File: src/hw/rtl/assert_macros.svh
// assertion macros shared by the annular mask rotate/shift rtl
// expects clk and arst_n in the scope of every use
`ifndef ASSERT_MACROS_SVH
`define ASSERT_MACROS_SVH

`ifndef NO_ASSERTIONS

// property checked on every rising clock edge outside reset
`define AMRS_ASSERT(lbl, prop, msg) \
	lbl: assert property (@(posedge clk) disable iff (!arst_n) prop) else $error(msg);

// consequent must hold in the cycle after the antecedent
`define AMRS_ASSERT_NEXT(lbl, ante, cons, msg) \
	lbl: assert property (@(posedge clk) disable iff (!arst_n) (ante) |=> (cons)) \
		else $error(msg);

`else

`define AMRS_ASSERT(lbl, prop, msg)
`define AMRS_ASSERT_NEXT(lbl, ante, cons, msg)

`endif

`endif

File: src/hw/rtl/amrs_pkg.sv
// shared types and constants for the annular mask rotate/shift pixel core
// no dependencies
package amrs_pkg;

	localparam int IMAGE_SIZE_DEF = 256;

	localparam int PIX_W       = 8;
	localparam int RAD_W       = 20;
	localparam int EDGE_W      = 12;
	localparam int TRIG_W      = 18;
	localparam int SHIFT_W     = 18;
	localparam int CFG_IDX_W   = 3;
	localparam int CFG_DATA_W  = 20;

	// fraction bits of the shift and trig registers
	localparam int SHIFT_FRAC  = 8;
	localparam int TRIG_FRAC   = 16;

	// width of pixel*2^8 - shift + 1/2, signed
	localparam int SHIFT_SUM_W = 20;

	typedef enum logic [CFG_IDX_W-1:0] {
		CFG_INNER     = 3'd0,
		CFG_OUTER     = 3'd1,
		CFG_EDGE      = 3'd2,
		CFG_COS       = 3'd3,
		CFG_SIN       = 3'd4,
		CFG_ROW_SHIFT = 3'd5,
		CFG_COL_SHIFT = 3'd6,
		CFG_CENTER    = 3'd7
	} cfg_reg_t;

	typedef struct packed {
		logic        [RAD_W-1:0]   inner_radius_sq;
		logic        [RAD_W-1:0]   outer_radius_sq;
		logic signed [EDGE_W-1:0]  edge_threshold;
		logic signed [TRIG_W-1:0]  cos_angle;
		logic signed [TRIG_W-1:0]  sin_angle;
		logic signed [SHIFT_W-1:0] row_shift;
		logic signed [SHIFT_W-1:0] col_shift;
		logic                      centering_even;
	} cfg_t;

	localparam logic        [RAD_W-1:0]   INNER_RST  = 20'd0;
	localparam logic        [RAD_W-1:0]   OUTER_RST  = 20'hFFFFF;
	localparam logic signed [EDGE_W-1:0]  EDGE_RST   = -12'sd1024;
	localparam logic signed [TRIG_W-1:0]  COS_RST    = 18'sd65536;
	localparam logic signed [TRIG_W-1:0]  SIN_RST    = 18'sd0;
	localparam logic signed [SHIFT_W-1:0] SHIFT_RST  = 18'sd0;
	localparam logic                      CENTER_RST = 1'b1;

endpackage

File: src/hw/rtl/amrs_cfg_regs.sv
// configuration register file for the annular mask rotate/shift core
// depends on amrs_pkg and assert_macros.svh
`include "assert_macros.svh"

module amrs_cfg_regs (
	input  logic                                 clk,
	input  logic                                 arst_n,
	input  logic                                 cfg_valid,
	output logic                                 cfg_ready,
	input  logic [amrs_pkg::CFG_IDX_W-1:0]       cfg_index,
	input  logic [amrs_pkg::CFG_DATA_W-1:0]      cfg_data,
	output amrs_pkg::cfg_t                       cfg
);

	amrs_pkg::cfg_t   cfg_q;
	amrs_pkg::cfg_reg_t reg_sel;

	assign cfg_ready = 1'b1;
	assign reg_sel   = amrs_pkg::cfg_reg_t'(cfg_index);
	assign cfg       = cfg_q;

	always_ff @(posedge clk or negedge arst_n) begin
		if (!arst_n) begin
			cfg_q.inner_radius_sq <= amrs_pkg::INNER_RST;
			cfg_q.outer_radius_sq <= amrs_pkg::OUTER_RST;
			cfg_q.edge_threshold  <= amrs_pkg::EDGE_RST;
			cfg_q.cos_angle       <= amrs_pkg::COS_RST;
			cfg_q.sin_angle       <= amrs_pkg::SIN_RST;
			cfg_q.row_shift       <= amrs_pkg::SHIFT_RST;
			cfg_q.col_shift       <= amrs_pkg::SHIFT_RST;
			cfg_q.centering_even  <= amrs_pkg::CENTER_RST;
		end else if (cfg_valid && cfg_ready) begin
			unique case (reg_sel)
				amrs_pkg::CFG_INNER:
					cfg_q.inner_radius_sq <= cfg_data[amrs_pkg::RAD_W-1:0];
				amrs_pkg::CFG_OUTER:
					cfg_q.outer_radius_sq <= cfg_data[amrs_pkg::RAD_W-1:0];
				amrs_pkg::CFG_EDGE:
					cfg_q.edge_threshold  <= $signed(cfg_data[amrs_pkg::EDGE_W-1:0]);
				amrs_pkg::CFG_COS:
					cfg_q.cos_angle       <= $signed(cfg_data[amrs_pkg::TRIG_W-1:0]);
				amrs_pkg::CFG_SIN:
					cfg_q.sin_angle       <= $signed(cfg_data[amrs_pkg::TRIG_W-1:0]);
				amrs_pkg::CFG_ROW_SHIFT:
					cfg_q.row_shift       <= $signed(cfg_data[amrs_pkg::SHIFT_W-1:0]);
				amrs_pkg::CFG_COL_SHIFT:
					cfg_q.col_shift       <= $signed(cfg_data[amrs_pkg::SHIFT_W-1:0]);
				amrs_pkg::CFG_CENTER:
					cfg_q.centering_even  <= cfg_data[0];
				default: ;
			endcase
		end
	end

	`AMRS_ASSERT_NEXT(a_cos_write, cfg_valid && cfg_ready && cfg_index == amrs_pkg::CFG_COS, cfg_q.cos_angle == $signed($past(cfg_data[amrs_pkg::TRIG_W-1:0])), "cos register did not take the written beat")

endmodule

File: src/hw/rtl/amrs_shift_rot.sv
// stages 1-3: inverse shift with rounding, rotation products, rotation sum and floor
// depends on amrs_pkg and assert_macros.svh
`include "assert_macros.svh"

module amrs_shift_rot #(
	parameter int IMAGE_SIZE = amrs_pkg::IMAGE_SIZE_DEF,
	localparam int CW = $clog2(IMAGE_SIZE)
) (
	input  logic                        clk,
	input  logic                        arst_n,
	input  amrs_pkg::cfg_t              cfg,
	input  logic                        up_valid,
	output logic                        up_ready,
	input  logic [amrs_pkg::PIX_W-1:0]  pixel_row,
	input  logic [amrs_pkg::PIX_W-1:0]  pixel_col,
	output logic                        dn_valid,
	input  logic                        dn_ready,
	output logic                        dn_ok,
	output logic [CW-1:0]               dn_row,
	output logic [CW-1:0]               dn_col
);

	localparam int SSW  = amrs_pkg::SHIFT_SUM_W;
	localparam int SFW  = SSW - amrs_pkg::SHIFT_FRAC;
	localparam int SHALF = 1 << (amrs_pkg::SHIFT_FRAC - 1);
	localparam int OW   = CW + 2;
	localparam int PW   = amrs_pkg::TRIG_W + OW;
	localparam int AW   = PW + 2;
	localparam int RSH  = amrs_pkg::TRIG_FRAC + 1;
	localparam int RW   = AW - RSH;
	// centre plus one half, in units of 2^-17 pixel
	localparam int BASE = IMAGE_SIZE << amrs_pkg::TRIG_FRAC;

	// stage 1: shifted source pixel
	logic                 v_s1, ok_s1;
	logic [CW-1:0]        row_src_s1, col_src_s1;
	// stage 2: rotation products
	logic                 v_s2, ok_s2;
	logic signed [PW-1:0] p_cos_row_s2, p_sin_col_s2, p_sin_row_s2, p_cos_col_s2;
	// stage 3: rotated source pixel
	logic                 v_s3, ok_s3;
	logic [CW-1:0]        row_rot_s3, col_rot_s3;

	logic rdy_s1, rdy_s2, rdy_s3;

	logic signed [SSW-1:0] row_sum, col_sum;
	logic signed [SFW-1:0] row_fl, col_fl;
	logic                  pix_in, src_in;
	logic signed [OW-1:0]  o_row, o_col;
	logic signed [AW-1:0]  a_row, a_col;
	logic signed [RW-1:0]  rr, rc;
	logic                  rot_in;

	assign rdy_s3   = !v_s3 || dn_ready;
	assign rdy_s2   = !v_s2 || rdy_s3;
	assign rdy_s1   = !v_s1 || rdy_s2;
	assign up_ready = rdy_s1;

	// floor(p - shift + 1/2) with 8 fraction bits
	always_comb begin
		row_sum = $signed({{(SSW - amrs_pkg::PIX_W - amrs_pkg::SHIFT_FRAC){1'b0}},
			pixel_row, {amrs_pkg::SHIFT_FRAC{1'b0}}})
			- SSW'(cfg.row_shift) + SSW'(SHALF);
		col_sum = $signed({{(SSW - amrs_pkg::PIX_W - amrs_pkg::SHIFT_FRAC){1'b0}},
			pixel_col, {amrs_pkg::SHIFT_FRAC{1'b0}}})
			- SSW'(cfg.col_shift) + SSW'(SHALF);
		row_fl  = row_sum[SSW-1:amrs_pkg::SHIFT_FRAC];
		col_fl  = col_sum[SSW-1:amrs_pkg::SHIFT_FRAC];
		pix_in  = (32'(pixel_row) < IMAGE_SIZE) && (32'(pixel_col) < IMAGE_SIZE);
		src_in  = !row_fl[SFW-1] && (row_fl < SFW'(IMAGE_SIZE))
			&& !col_fl[SFW-1] && (col_fl < SFW'(IMAGE_SIZE));
	end

	// doubled offsets from the rotation centre
	always_comb begin
		o_row = $signed({1'b0, row_src_s1, 1'b0}) - OW'(IMAGE_SIZE - 1);
		o_col = $signed({1'b0, col_src_s1, 1'b0}) - OW'(IMAGE_SIZE - 1);
	end

	always_comb begin
		a_row  = AW'(p_cos_row_s2) + AW'(p_sin_col_s2) + AW'(BASE);
		a_col  = AW'(p_cos_col_s2) - AW'(p_sin_row_s2) + AW'(BASE);
		rr     = a_row[AW-1:RSH];
		rc     = a_col[AW-1:RSH];
		rot_in = !rr[RW-1] && (rr < RW'(IMAGE_SIZE))
			&& !rc[RW-1] && (rc < RW'(IMAGE_SIZE));
	end

	always_ff @(posedge clk or negedge arst_n) begin
		if (!arst_n) begin
			v_s1 <= 1'b0;
			v_s2 <= 1'b0;
			v_s3 <= 1'b0;
		end else begin
			if (rdy_s1) v_s1 <= up_valid;
			if (rdy_s2) v_s2 <= v_s1;
			if (rdy_s3) v_s3 <= v_s2;
		end
	end

	always_ff @(posedge clk) begin
		if (rdy_s1 && up_valid) begin
			ok_s1      <= pix_in && src_in;
			row_src_s1 <= row_fl[CW-1:0];
			col_src_s1 <= col_fl[CW-1:0];
		end
		if (rdy_s2 && v_s1) begin
			ok_s2        <= ok_s1;
			p_cos_row_s2 <= PW'(cfg.cos_angle) * PW'(o_row);
			p_sin_col_s2 <= PW'(cfg.sin_angle) * PW'(o_col);
			p_sin_row_s2 <= PW'(cfg.sin_angle) * PW'(o_row);
			p_cos_col_s2 <= PW'(cfg.cos_angle) * PW'(o_col);
		end
		if (rdy_s3 && v_s2) begin
			ok_s3      <= ok_s2 && rot_in;
			row_rot_s3 <= rr[CW-1:0];
			col_rot_s3 <= rc[CW-1:0];
		end
	end

	assign dn_valid = v_s3;
	assign dn_ok    = ok_s3;
	assign dn_row   = row_rot_s3;
	assign dn_col   = col_rot_s3;

	`AMRS_ASSERT_NEXT(a_s1_hold, v_s1 && !rdy_s2, v_s1 && $stable(row_src_s1) && $stable(ok_s1), "stage 1 beat changed while blocked")
	`AMRS_ASSERT_NEXT(a_s1_moves, v_s1 && rdy_s2, v_s2, "stage 1 beat lost on its way to stage 2")

endmodule

File: src/hw/rtl/amrs_annulus.sv
// stages 4-5: half-pixel coordinates, squares, annulus and edge test
// depends on amrs_pkg and assert_macros.svh
`include "assert_macros.svh"

module amrs_annulus #(
	parameter int IMAGE_SIZE = amrs_pkg::IMAGE_SIZE_DEF,
	localparam int CW = $clog2(IMAGE_SIZE)
) (
	input  logic           clk,
	input  logic           arst_n,
	input  amrs_pkg::cfg_t cfg,
	input  logic           up_valid,
	output logic           up_ready,
	input  logic           up_ok,
	input  logic [CW-1:0]  up_row,
	input  logic [CW-1:0]  up_col,
	output logic           out_valid,
	input  logic           out_stall,
	output logic           mask_bit
);

	localparam int XW   = CW + 2;
	localparam int QW   = 2 * CW + 1;
	localparam int EW   = (XW > amrs_pkg::EDGE_W) ? XW : amrs_pkg::EDGE_W;
	localparam int SUMW = QW + 1;
	localparam int CMPW = (SUMW > amrs_pkg::RAD_W) ? SUMW : amrs_pkg::RAD_W;

	logic                 v_s4, ok_s4;
	logic [QW-1:0]        sq_x_s4, sq_y_s4;
	logic                 v_s5, mask_s5;
	logic                 rdy_s4, rdy_s5;

	logic signed [XW-1:0]   x2, y2;
	logic signed [2*XW-1:0] x2_sq, y2_sq;
	logic                   edge_ok;
	logic [CMPW-1:0]        rad_sq;
	logic                   ring_ok;

	assign rdy_s5   = !v_s5 || !out_stall;
	assign rdy_s4   = !v_s4 || rdy_s5;
	assign up_ready = rdy_s4;

	// doubled coordinates: 2*c - n + centering
	always_comb begin
		x2      = $signed({1'b0, up_col, 1'b0}) - XW'(IMAGE_SIZE)
			+ $signed({{(XW-1){1'b0}}, cfg.centering_even});
		y2      = $signed({1'b0, up_row, 1'b0}) - XW'(IMAGE_SIZE)
			+ $signed({{(XW-1){1'b0}}, cfg.centering_even});
		x2_sq   = x2 * x2;
		y2_sq   = y2 * y2;
		edge_ok = EW'(x2) > EW'(cfg.edge_threshold);
	end

	always_comb begin
		rad_sq  = CMPW'(sq_x_s4) + CMPW'(sq_y_s4);
		ring_ok = (rad_sq > CMPW'(cfg.inner_radius_sq))
			&& (rad_sq < CMPW'(cfg.outer_radius_sq));
	end

	always_ff @(posedge clk or negedge arst_n) begin
		if (!arst_n) begin
			v_s4 <= 1'b0;
			v_s5 <= 1'b0;
		end else begin
			if (rdy_s4) v_s4 <= up_valid;
			if (rdy_s5) v_s5 <= v_s4;
		end
	end

	always_ff @(posedge clk) begin
		if (rdy_s4 && up_valid) begin
			ok_s4   <= up_ok && edge_ok;
			sq_x_s4 <= x2_sq[QW-1:0];
			sq_y_s4 <= y2_sq[QW-1:0];
		end
		if (rdy_s5 && v_s4) begin
			mask_s5 <= ok_s4 && ring_ok;
		end
	end

	assign out_valid = v_s5;
	assign mask_bit  = mask_s5;

	`AMRS_ASSERT_NEXT(a_reject_clears, v_s4 && !ok_s4 && rdy_s5, !mask_s5, "rejected pixel produced a set mask bit")

endmodule

File: src/hw/rtl/annular_mask_rotate_shift_pixel_core.sv
// Annular mask rotate/shift pixel core: one mask bit per output pixel coordinate.
// Input channel in_valid/in_stall carries pixel_row and pixel_col; a beat is taken at
// a rising edge with in_valid high and in_stall low. Output channel out_valid/out_stall
// carries mask_bit, taken the same way.
// Each pixel is mapped back through the shift, then the rotation about the frame
// centre (rounding to nearest), and the source pixel is tested against the annulus
// and the edge threshold. Anything that leaves the frame gives a zero bit.
// Five register stages: shift, rotation products, rotation sum, squares, compare.
// An accepted beat moves through these stage registers in order to out_valid; one beat
// per cycle while out_stall stays low, fully pipelined multipliers (six per pixel).
// When out_stall is high, bubbles in the pipe still fill; in_stall rises only once
// every stage holds a beat. Nothing is dropped or repeated while stalled.
// Configuration writes (cfg_valid/cfg_ready, always ready) set the eight registers
// and should be made only while the pipe is empty.
// Reset (arst_n low) empties the pipe and loads the default register values.
// depends on amrs_pkg, amrs_cfg_regs, amrs_shift_rot, amrs_annulus
module annular_mask_rotate_shift_pixel_core #(
	parameter int IMAGE_SIZE = amrs_pkg::IMAGE_SIZE_DEF
) (
	input  logic                                clk,
	input  logic                                arst_n,
	input  logic                                in_valid,
	output logic                                in_stall,
	input  logic [amrs_pkg::PIX_W-1:0]          pixel_row,
	input  logic [amrs_pkg::PIX_W-1:0]          pixel_col,
	output logic                                out_valid,
	input  logic                                out_stall,
	output logic                                mask_bit,
	input  logic                                cfg_valid,
	output logic                                cfg_ready,
	input  logic [amrs_pkg::CFG_IDX_W-1:0]      cfg_index,
	input  logic [amrs_pkg::CFG_DATA_W-1:0]     cfg_data
);

	localparam int CW = $clog2(IMAGE_SIZE);

	amrs_pkg::cfg_t cfg;
	logic           in_ready;
	logic           rot_valid, rot_ready, rot_ok;
	logic [CW-1:0]  rot_row, rot_col;

	assign in_stall = !in_ready;

	amrs_cfg_regs u_cfg (
		.clk       (clk),
		.arst_n    (arst_n),
		.cfg_valid (cfg_valid),
		.cfg_ready (cfg_ready),
		.cfg_index (cfg_index),
		.cfg_data  (cfg_data),
		.cfg       (cfg)
	);

	amrs_shift_rot #(
		.IMAGE_SIZE (IMAGE_SIZE)
	) u_shift_rot (
		.clk       (clk),
		.arst_n    (arst_n),
		.cfg       (cfg),
		.up_valid  (in_valid),
		.up_ready  (in_ready),
		.pixel_row (pixel_row),
		.pixel_col (pixel_col),
		.dn_valid  (rot_valid),
		.dn_ready  (rot_ready),
		.dn_ok     (rot_ok),
		.dn_row    (rot_row),
		.dn_col    (rot_col)
	);

	amrs_annulus #(
		.IMAGE_SIZE (IMAGE_SIZE)
	) u_annulus (
		.clk       (clk),
		.arst_n    (arst_n),
		.cfg       (cfg),
		.up_valid  (rot_valid),
		.up_ready  (rot_ready),
		.up_ok     (rot_ok),
		.up_row    (rot_row),
		.up_col    (rot_col),
		.out_valid (out_valid),
		.out_stall (out_stall),
		.mask_bit  (mask_bit)
	);

endmodule

File: config.mk
export PLATFORM = sky130hd
export DESIGN_NAME = annular_mask_rotate_shift_pixel_core
export DESIGN_NICKNAME = d
export VERILOG_FILES = /design/src/hw/rtl/amrs_pkg.sv /design/src/hw/rtl/amrs_cfg_regs.sv /design/src/hw/rtl/amrs_shift_rot.sv /design/src/hw/rtl/amrs_annulus.sv /design/src/hw/rtl/annular_mask_rotate_shift_pixel_core.sv
export VERILOG_INCLUDE_DIRS = /design/src /design/src/hw/rtl
export SDC_FILE = /design/constraint.sdc
export NUM_CORES = 2
export LEC_CHECK = 0
export ABC_AREA = 1
export BUFFER_PORTS_ARGS = -buffer_cell sky130_fd_sc_hd__buf_2
export CORE_MARGIN = 3
export CORE_UTILIZATION = 45
export DETAILED_ROUTE_END_ITERATION = 10
export GPL_TIMING_DRIVEN = 0
export SLEW_MARGIN = 10
export SYNTH_ARGS = -nofsm -noshare
export SYNTH_HDL_FRONTEND = slang
export SYNTH_SLANG_ARGS = --single-unit
export TNS_END_PERCENT = 1
File: constraint.sdc
create_clock -name clk -period 9.1 [get_ports clk]
set_input_delay 1.82 -clock clk [delete_from_list [all_inputs] [get_ports clk]]
set_output_delay 1.82 -clock clk [all_outputs]
set_load 0.005 [all_outputs]
**Yosys cells after proc, flatten, opt, wreduce, memory -nomap -nowiden**

Index checks and enable logic that the tools add are counted.

- Output and inout bits: 4
- Logic and storage cells: 103
- Bits in registers: 313

- $add $sub $neg: 15
- $mul: 6
- Eq/ne operators: 7
- Reductions and logical operators: 40
- $lt $le $gt $ge: 7

Operators with widths:

| operator | count |
|---|---|
| 18-bit by 10-bit multiplier with 28-bit output | 4 |
| 30-bit by 26-bit adder with 30-bit output, second input constant | 2 |
| 20-bit by 9-bit adder with 20-bit output, second input constant | 2 |
| 17-bit by 18-bit subtractor with 19-bit output | 2 |
| 10-bit by 10-bit multiplier with 17-bit output | 2 |
| 28-bit by 28-bit adder with 29-bit output | 1 |
| 28-bit by 28-bit subtractor with 29-bit output | 1 |
| 13-bit by 10-bit < comparator with 1-bit output, second input constant | 2 |
| 12-bit by 10-bit < comparator with 1-bit output, second input constant | 2 |
| 10-bit by 2-bit adder with 10-bit output | 2 |
| 20-bit > comparator | 1 |
| 20-bit < comparator | 1 |
| 9-bit by 8-bit subtractor with 10-bit output, second input constant | 2 |
| 9-bit by 9-bit subtractor with 10-bit output, second input constant | 2 |
| 17-bit by 17-bit adder with 18-bit output | 1 |
| 2-bit AND reduction | 8 |
| 1-bit logical AND | 15 |
| 3-bit equality test, second input constant | 4 |
| 10-bit by 12-bit > comparator with 1-bit output | 1 |
| 1-bit logical NOT | 11 |
| 3-bit by 2-bit equality test with 1-bit output, second input constant | 2 |
| 1-bit logical OR | 5 |
| 3-bit by 1-bit equality test with 1-bit output, second input constant | 1 |
| 3-bit logical NOT | 1 |

**Longest topological paths before layout**

- Depth in word-level cells: 7
- Gate-level depth with buffers: 27
- Gate-level depth less buffers: 25

**Modules after synthesis**

A second synthesis with hierarchy kept.

- Cell total of the unflattened synthesis: 6098
- Area total of the unflattened synthesis: 49708.9 µm²

By module, submodules not included:

| module | cells an instance | instances | area an instance (µm²) |
|---|---|---|---|
| amrs_shift_rot | 4344 | 1 | 35426.5 |
| amrs_annulus | 1198 | 1 | 9375.2 |
| amrs_cfg_regs | 555 | 1 | 4903.5 |
| annular_mask_rotate_shift_pixel_core | 1 | 1 | 3.8 |

**Worst setup path after synthesis**

No wires, ideal clock.

- Path type: input -> register
- From: input port out_stall
- To: register u_shift_rot.ok_s2, enable pin
- Setup time: 584 ps
- Data required time: 8516 ps
- Data arrival time: 6791 ps
- Path slack: 1725 ps
- Stages on the path: 7
- Buffers on the path: 0
- Cells stage by stage: nand2_1 > nor2_1 > inv_1 > nor2_1 > inv_1 > nor2_1 > nor2_1

- Word-level cells in the longest chain between the ends: 6

RTL lines:

| what | line | source |
|---|---|---|
| start: declaration | annular_mask_rotate_shift_pixel_core.sv:27 | `input logic out_stall,` |
| 1-bit logical NOT | amrs_annulus.sv:39 | `assign rdy_s5 = !v_s5 \|\| !out_stall;` |
| 1-bit logical OR | amrs_annulus.sv:39 |  |
| 1-bit logical OR | amrs_annulus.sv:40 | `assign rdy_s4 = !v_s4 \|\| rdy_s5;` |
| 1-bit logical OR | amrs_shift_rot.sv:54 | `assign rdy_s3 = !v_s3 \|\| dn_ready;` |
| 1-bit logical OR | amrs_shift_rot.sv:55 | `assign rdy_s2 = !v_s2 \|\| rdy_s3;` |
| 1-bit logical AND | amrs_shift_rot.sv:107 | `if (rdy_s2 && v_s1) begin` |
| end signal: assignment | amrs_shift_rot.sv:108 | `ok_s2 <= ok_s1;` |
| end: declaration | amrs_shift_rot.sv:38 | `logic v_s2, ok_s2;` |

Every way passes these cells.
A chain may end at the register's enable or synchronous reset.

**Worst setup path in the final report**

- From: register u_shift_rot.row_src_s1[2]
- To: register u_shift_rot.p_sin_row_s2[24] (data pin)

- Word-level cells in the longest chain between the ends: 2

RTL lines:

| what | line | source |
|---|---|---|
| start: declaration | amrs_shift_rot.sv:36 | `logic [CW-1:0] row_src_s1, col_src_s1;` |
| start signal: assignment | amrs_shift_rot.sv:104 | `row_src_s1 <= row_fl[CW-1:0];` |
| 9-bit by 8-bit subtractor with 10-bit output | amrs_shift_rot.sv:76 | `o_row = $signed({1'b0, row_src_s1, 1'b0}) - OW'(IMAGE_SIZE - 1);` |
| 18-bit by 10-bit multiplier with 28-bit output | amrs_shift_rot.sv:111 | `p_sin_row_s2 <= PW'(cfg.sin_angle) * PW'(o_row);` |
| end signal: assignment | amrs_shift_rot.sv:111 |  |
| end: declaration | amrs_shift_rot.sv:39 | `logic signed [PW-1:0] p_cos_row_s2, p_sin_col_s2, p_sin_row_s2, p_cos_col_s2;` |

Every way passes these cells.

==> impl_metrics.env <==
export IMPL_ctsHoldBuffers=0
export IMPL_drcViolationCount=0
export IMPL_start_kind="flop"
export IMPL_synth_area_sq_um=48800
export IMPL_ys_ff_latch=308
export IMPL_maxCapViolations=0
export IMPL_reg2regPathDepth=18
export IMPL_slew_headroom_pct=6.32
export IMPL_utilization_pct=48.7
export IMPL_ioPinCount=48
export IMPL_r2r_end="u_shift_rot.p_sin_row_s2[24]"
export IMPL_grt_pass1_vias=38700
export IMPL_drtIter0Drc=2681
export IMPL_period_minus_slack_ps=7970
export IMPL_min_from="u_cfg.cfg[55]"
export IMPL_critical_path_max_fanout=10
export IMPL_synth_cells=5947
export IMPL_setup_viol=0
export IMPL_synth_edf_count=178
export IMPL_clock_sinks=308
export IMPL_globalRoute_totalOverflow=0
export IMPL_hold_end="u_shift_rot.p_cos_col_s2[0]"
export IMPL_fillers=10400
export IMPL_synth_top_area_share_pct=31.0
export IMPL_grt_max_degree=99
export IMPL_critPathKind="reg -> reg"
export IMPL_tns_ps=0
export IMPL_synth_seq_area_share_pct=17.7
export IMPL_synth_flop_cell="edfxtp_1"
export IMPL_io_buffer_count=46
export IMPL_finalWirelength_mm=146
export IMPL_synth_distinct_cells=58
export IMPL_place_gp_congestion=0.961
export IMPL_grt_first_pass_wirelength_mm=226
export IMPL_tightest_slew_ps=1410
export IMPL_rows=120
export IMPL_final_max_slew_viol_count=0
export IMPL_cts_buffers=40
export IMPL_finalCritPeriodShare_pct=87.6
export IMPL_whs_path_depth=0
export IMPL_ctsRootBufferMaster="clkbuf_16"
export IMPL_fmax_ghz=0.125
export IMPL_via_per_inst=5.11
export IMPL_finalHoldViolations=0
export IMPL_synthToLayoutAreaGrowth_pct=7.18
export IMPL_ff2ff_setup_slack_ps=1130
export IMPL_die_w_um=335
export IMPL_fin_nets=7313
export IMPL_arrival_ps=8230
export IMPL_wl_per_cell_um=19.5
export IMPL_clk_pin_slew_worst_paths_ps=60
export IMPL_required_ps=9360
export IMPL_antenna_found_initial=13
export IMPL_die_height_um=335
export IMPL_rsz0062_at_grt="false"
export IMPL_skew_ps=22.4
export IMPL_clock_latency_ps=590
export IMPL_core_region_area_sq_um=107000
export IMPL_synth_nets=7218
export IMPL_hpwl_mm=119
export IMPL_drive_above_1_share_pct=3.67
export IMPL_async_flop_share_pct=42.2
export IMPL_post_cts_resized=0
export IMPL_dieArea_sq_um=112000
export IMPL_htreeDepth=2
export IMPL_status="finished clean"
export IMPL_vias=38200
export IMPL_post_cts_buffers=0
export IMPL_syn_area_per_cell_sq_um=8.20
export IMPL_initial_core_util_pct=45.4
export IMPL_clockBufferDepth=3
export IMPL_ys_warn_count=0
export IMPL_holdCritPathClass="reg -> reg"
export IMPL_drt_pass1_iterations=6
export IMPL_synth_area_leader_cell="fa_1"
export IMPL_synthTopCellsByArea="fa_1 31%, ha_1 12%, inv_1 12%"
export IMPL_grt_util_all_layers_pct=26.7
export IMPL_multi_input_area_sq_um=33500
export IMPL_cp_end_kind="flop"
export IMPL_r2r_start="u_shift_rot.row_src_s1[2]"
export IMPL_tritoncts="built"
export IMPL_antenna_left=0
export IMPL_ff_latch_area_sq_um=8630
==> layout by cell type (no fill, tap or decap), types with 25 or more instances in the layout <==
cell type  Yosys  routed
a21oi_1      203     203
buf_2          1      46
clkbuf_1     167     171
clkbuf_16      0      42
dfrtp_1      106     106
edfxtp_1     178     178
fa_1         755     755
ha_1         472     472
inv_1       1573    1572
nand2_1     1325    1325
nand3_1      119     119
nand4_1       37      37
nor2_1       336     334
nor3_1        25      25
o21ai_0      190     190
xnor2_1       83      83
xor2_1       125     125
==> layer usage <==
metal | track usage [%] | up-vias | part of all wire, %
met2 | 42.8 | 1333 | 45
met3 | 5.37 | 301 | 8.3
met4 | 12.8 | 8 | 5.8
met5 | 0 | - | 0.039
met1 | 34.8 | 18700 | 41
li1 | - | 17900 | -
==> critical path: stages (launching register included) <==
cell and delay (ps):
edfxtp_1 330, clkbuf_1 960, clkbuf_1 820, nand2_1 170, fa_1 660, fa_1 540
inv_1 50, fa_1 490, fa_1 500, inv_1 50, fa_1 470, inv_1 40
ha_1 400, nand2_1 150, nor4_1 580, nand4_1 210, nand3_1 340, a31oi_1 170
xnor2_1 670
==> stage by stage <==
step                area [sq um]  hold slack, ps  instances  worst slack, ps
finish                     52300             445       7480             1130
global placement           50700             433       7396             -441
global route               52300             466       7476             1080
floorplan                  48800             400       5947             1720
CTS                        52200             445       7475             1310
detailed placement         50900             431       7402             1360
==> cells by family after synthesis <==
| kind of cell | after synthesis | synth area share (%) |
|---|---|---|
| adder cells (fa/ha/maj) | 1227 | 43.1 |
| buffers and inverters | 1777 | 13.7 |
| AND/OR/NAND/NOR | 1911 | 15.9 |
| XOR/XNOR | 208 | 3.74 |
| flip-flops | 308 | 17.7 |
| AO/OA/AOI/OAI | 515 | 5.83 |
| other | 1 | 0.00769 |
==> final cells by class <==
cell class | instances | area share, %
plain buffers | 186 | 1.36
well taps | 1403 | 3.36
clock buffers | 49 | 2.10
flip-flops and latches | 308 | 16.5
repair buffers | 53 | 0.730
clock inverters | 24 | 0.467
inverters | 1591 | 11.4
diodes | 4 | 0.0192
multi-input cells | 3862 | 64.0
==> sequential cells by signal, indices dropped and copies added (netlist names), 8 cells and up <==
name and flops:
u_cfg.cfg 125, u_shift_rot.p_cos_col_s2 28, u_shift_rot.p_sin_row_s2 28, u_shift_rot.p_cos_row_s2 27, u_shift_rot.p_sin_col_s2 27, u_annulus.sq_y_s4 16, u_annulus.sq_x_s4 15, u_shift_rot.col_src_s1 8
u_shift_rot.dn_col 8, u_shift_rot.dn_row 8, u_shift_rot.row_src_s1 8
==> worst max-delay path by stage <==
| stage | from | endpoint | slack (ps) | cells past startpoint |
|---|---|---|---|---|
| floorplan | out_stall | u_shift_rot.ok_s2 | 1720 | 7 |
| global placement | out_stall | u_shift_rot.p_cos_col_s2[27] | -440 | 8 |
| detailed placement | u_shift_rot.row_src_s1[4] | u_shift_rot.p_sin_row_s2[24] | 1360 | 18 |
| CTS | u_shift_rot.row_src_s1[4] | u_shift_rot.p_sin_row_s2[24] | 1310 | 18 |
| global route | u_shift_rot.row_src_s1[2] | u_shift_rot.p_sin_row_s2[24] | 1080 | 18 |
| finish | u_shift_rot.row_src_s1[2] | u_shift_rot.p_sin_row_s2[24] | 1130 | 18 |
==> synthesized netlist by cell type, types with 3 or more instances <==
cell,count
inv_1,1573
nand2_1,1325
fa_1,755
ha_1,472
nor2_1,336
a21oi_1,203
o21ai_0,190
edfxtp_1,178
clkbuf_1,167
xor2_1,125
nand3_1,119
dfrtp_1,106
xnor2_1,83
nand4_1,37
nor3_1,25
dfstp_2,24
o21ai_1,22
a21o_1,19
o21bai_1,19
inv_2,16
nand2_2,16
buf_1,15
a31oi_1,13
a21boi_0,9
nor2_2,9
nand3_2,8
nor2_4,8
a21boi_1,6
o211ai_1,6
o21a_1,6
a21oi_2,5
nand3b_1,5
a221oi_1,4
nor3_2,4
a211oi_1,3
nand2_4,3
nor4_1,3
Power is left out: the tool's default activity adds up to more than one toggle a clock period on the data nets, which glitch-free logic cannot reach.
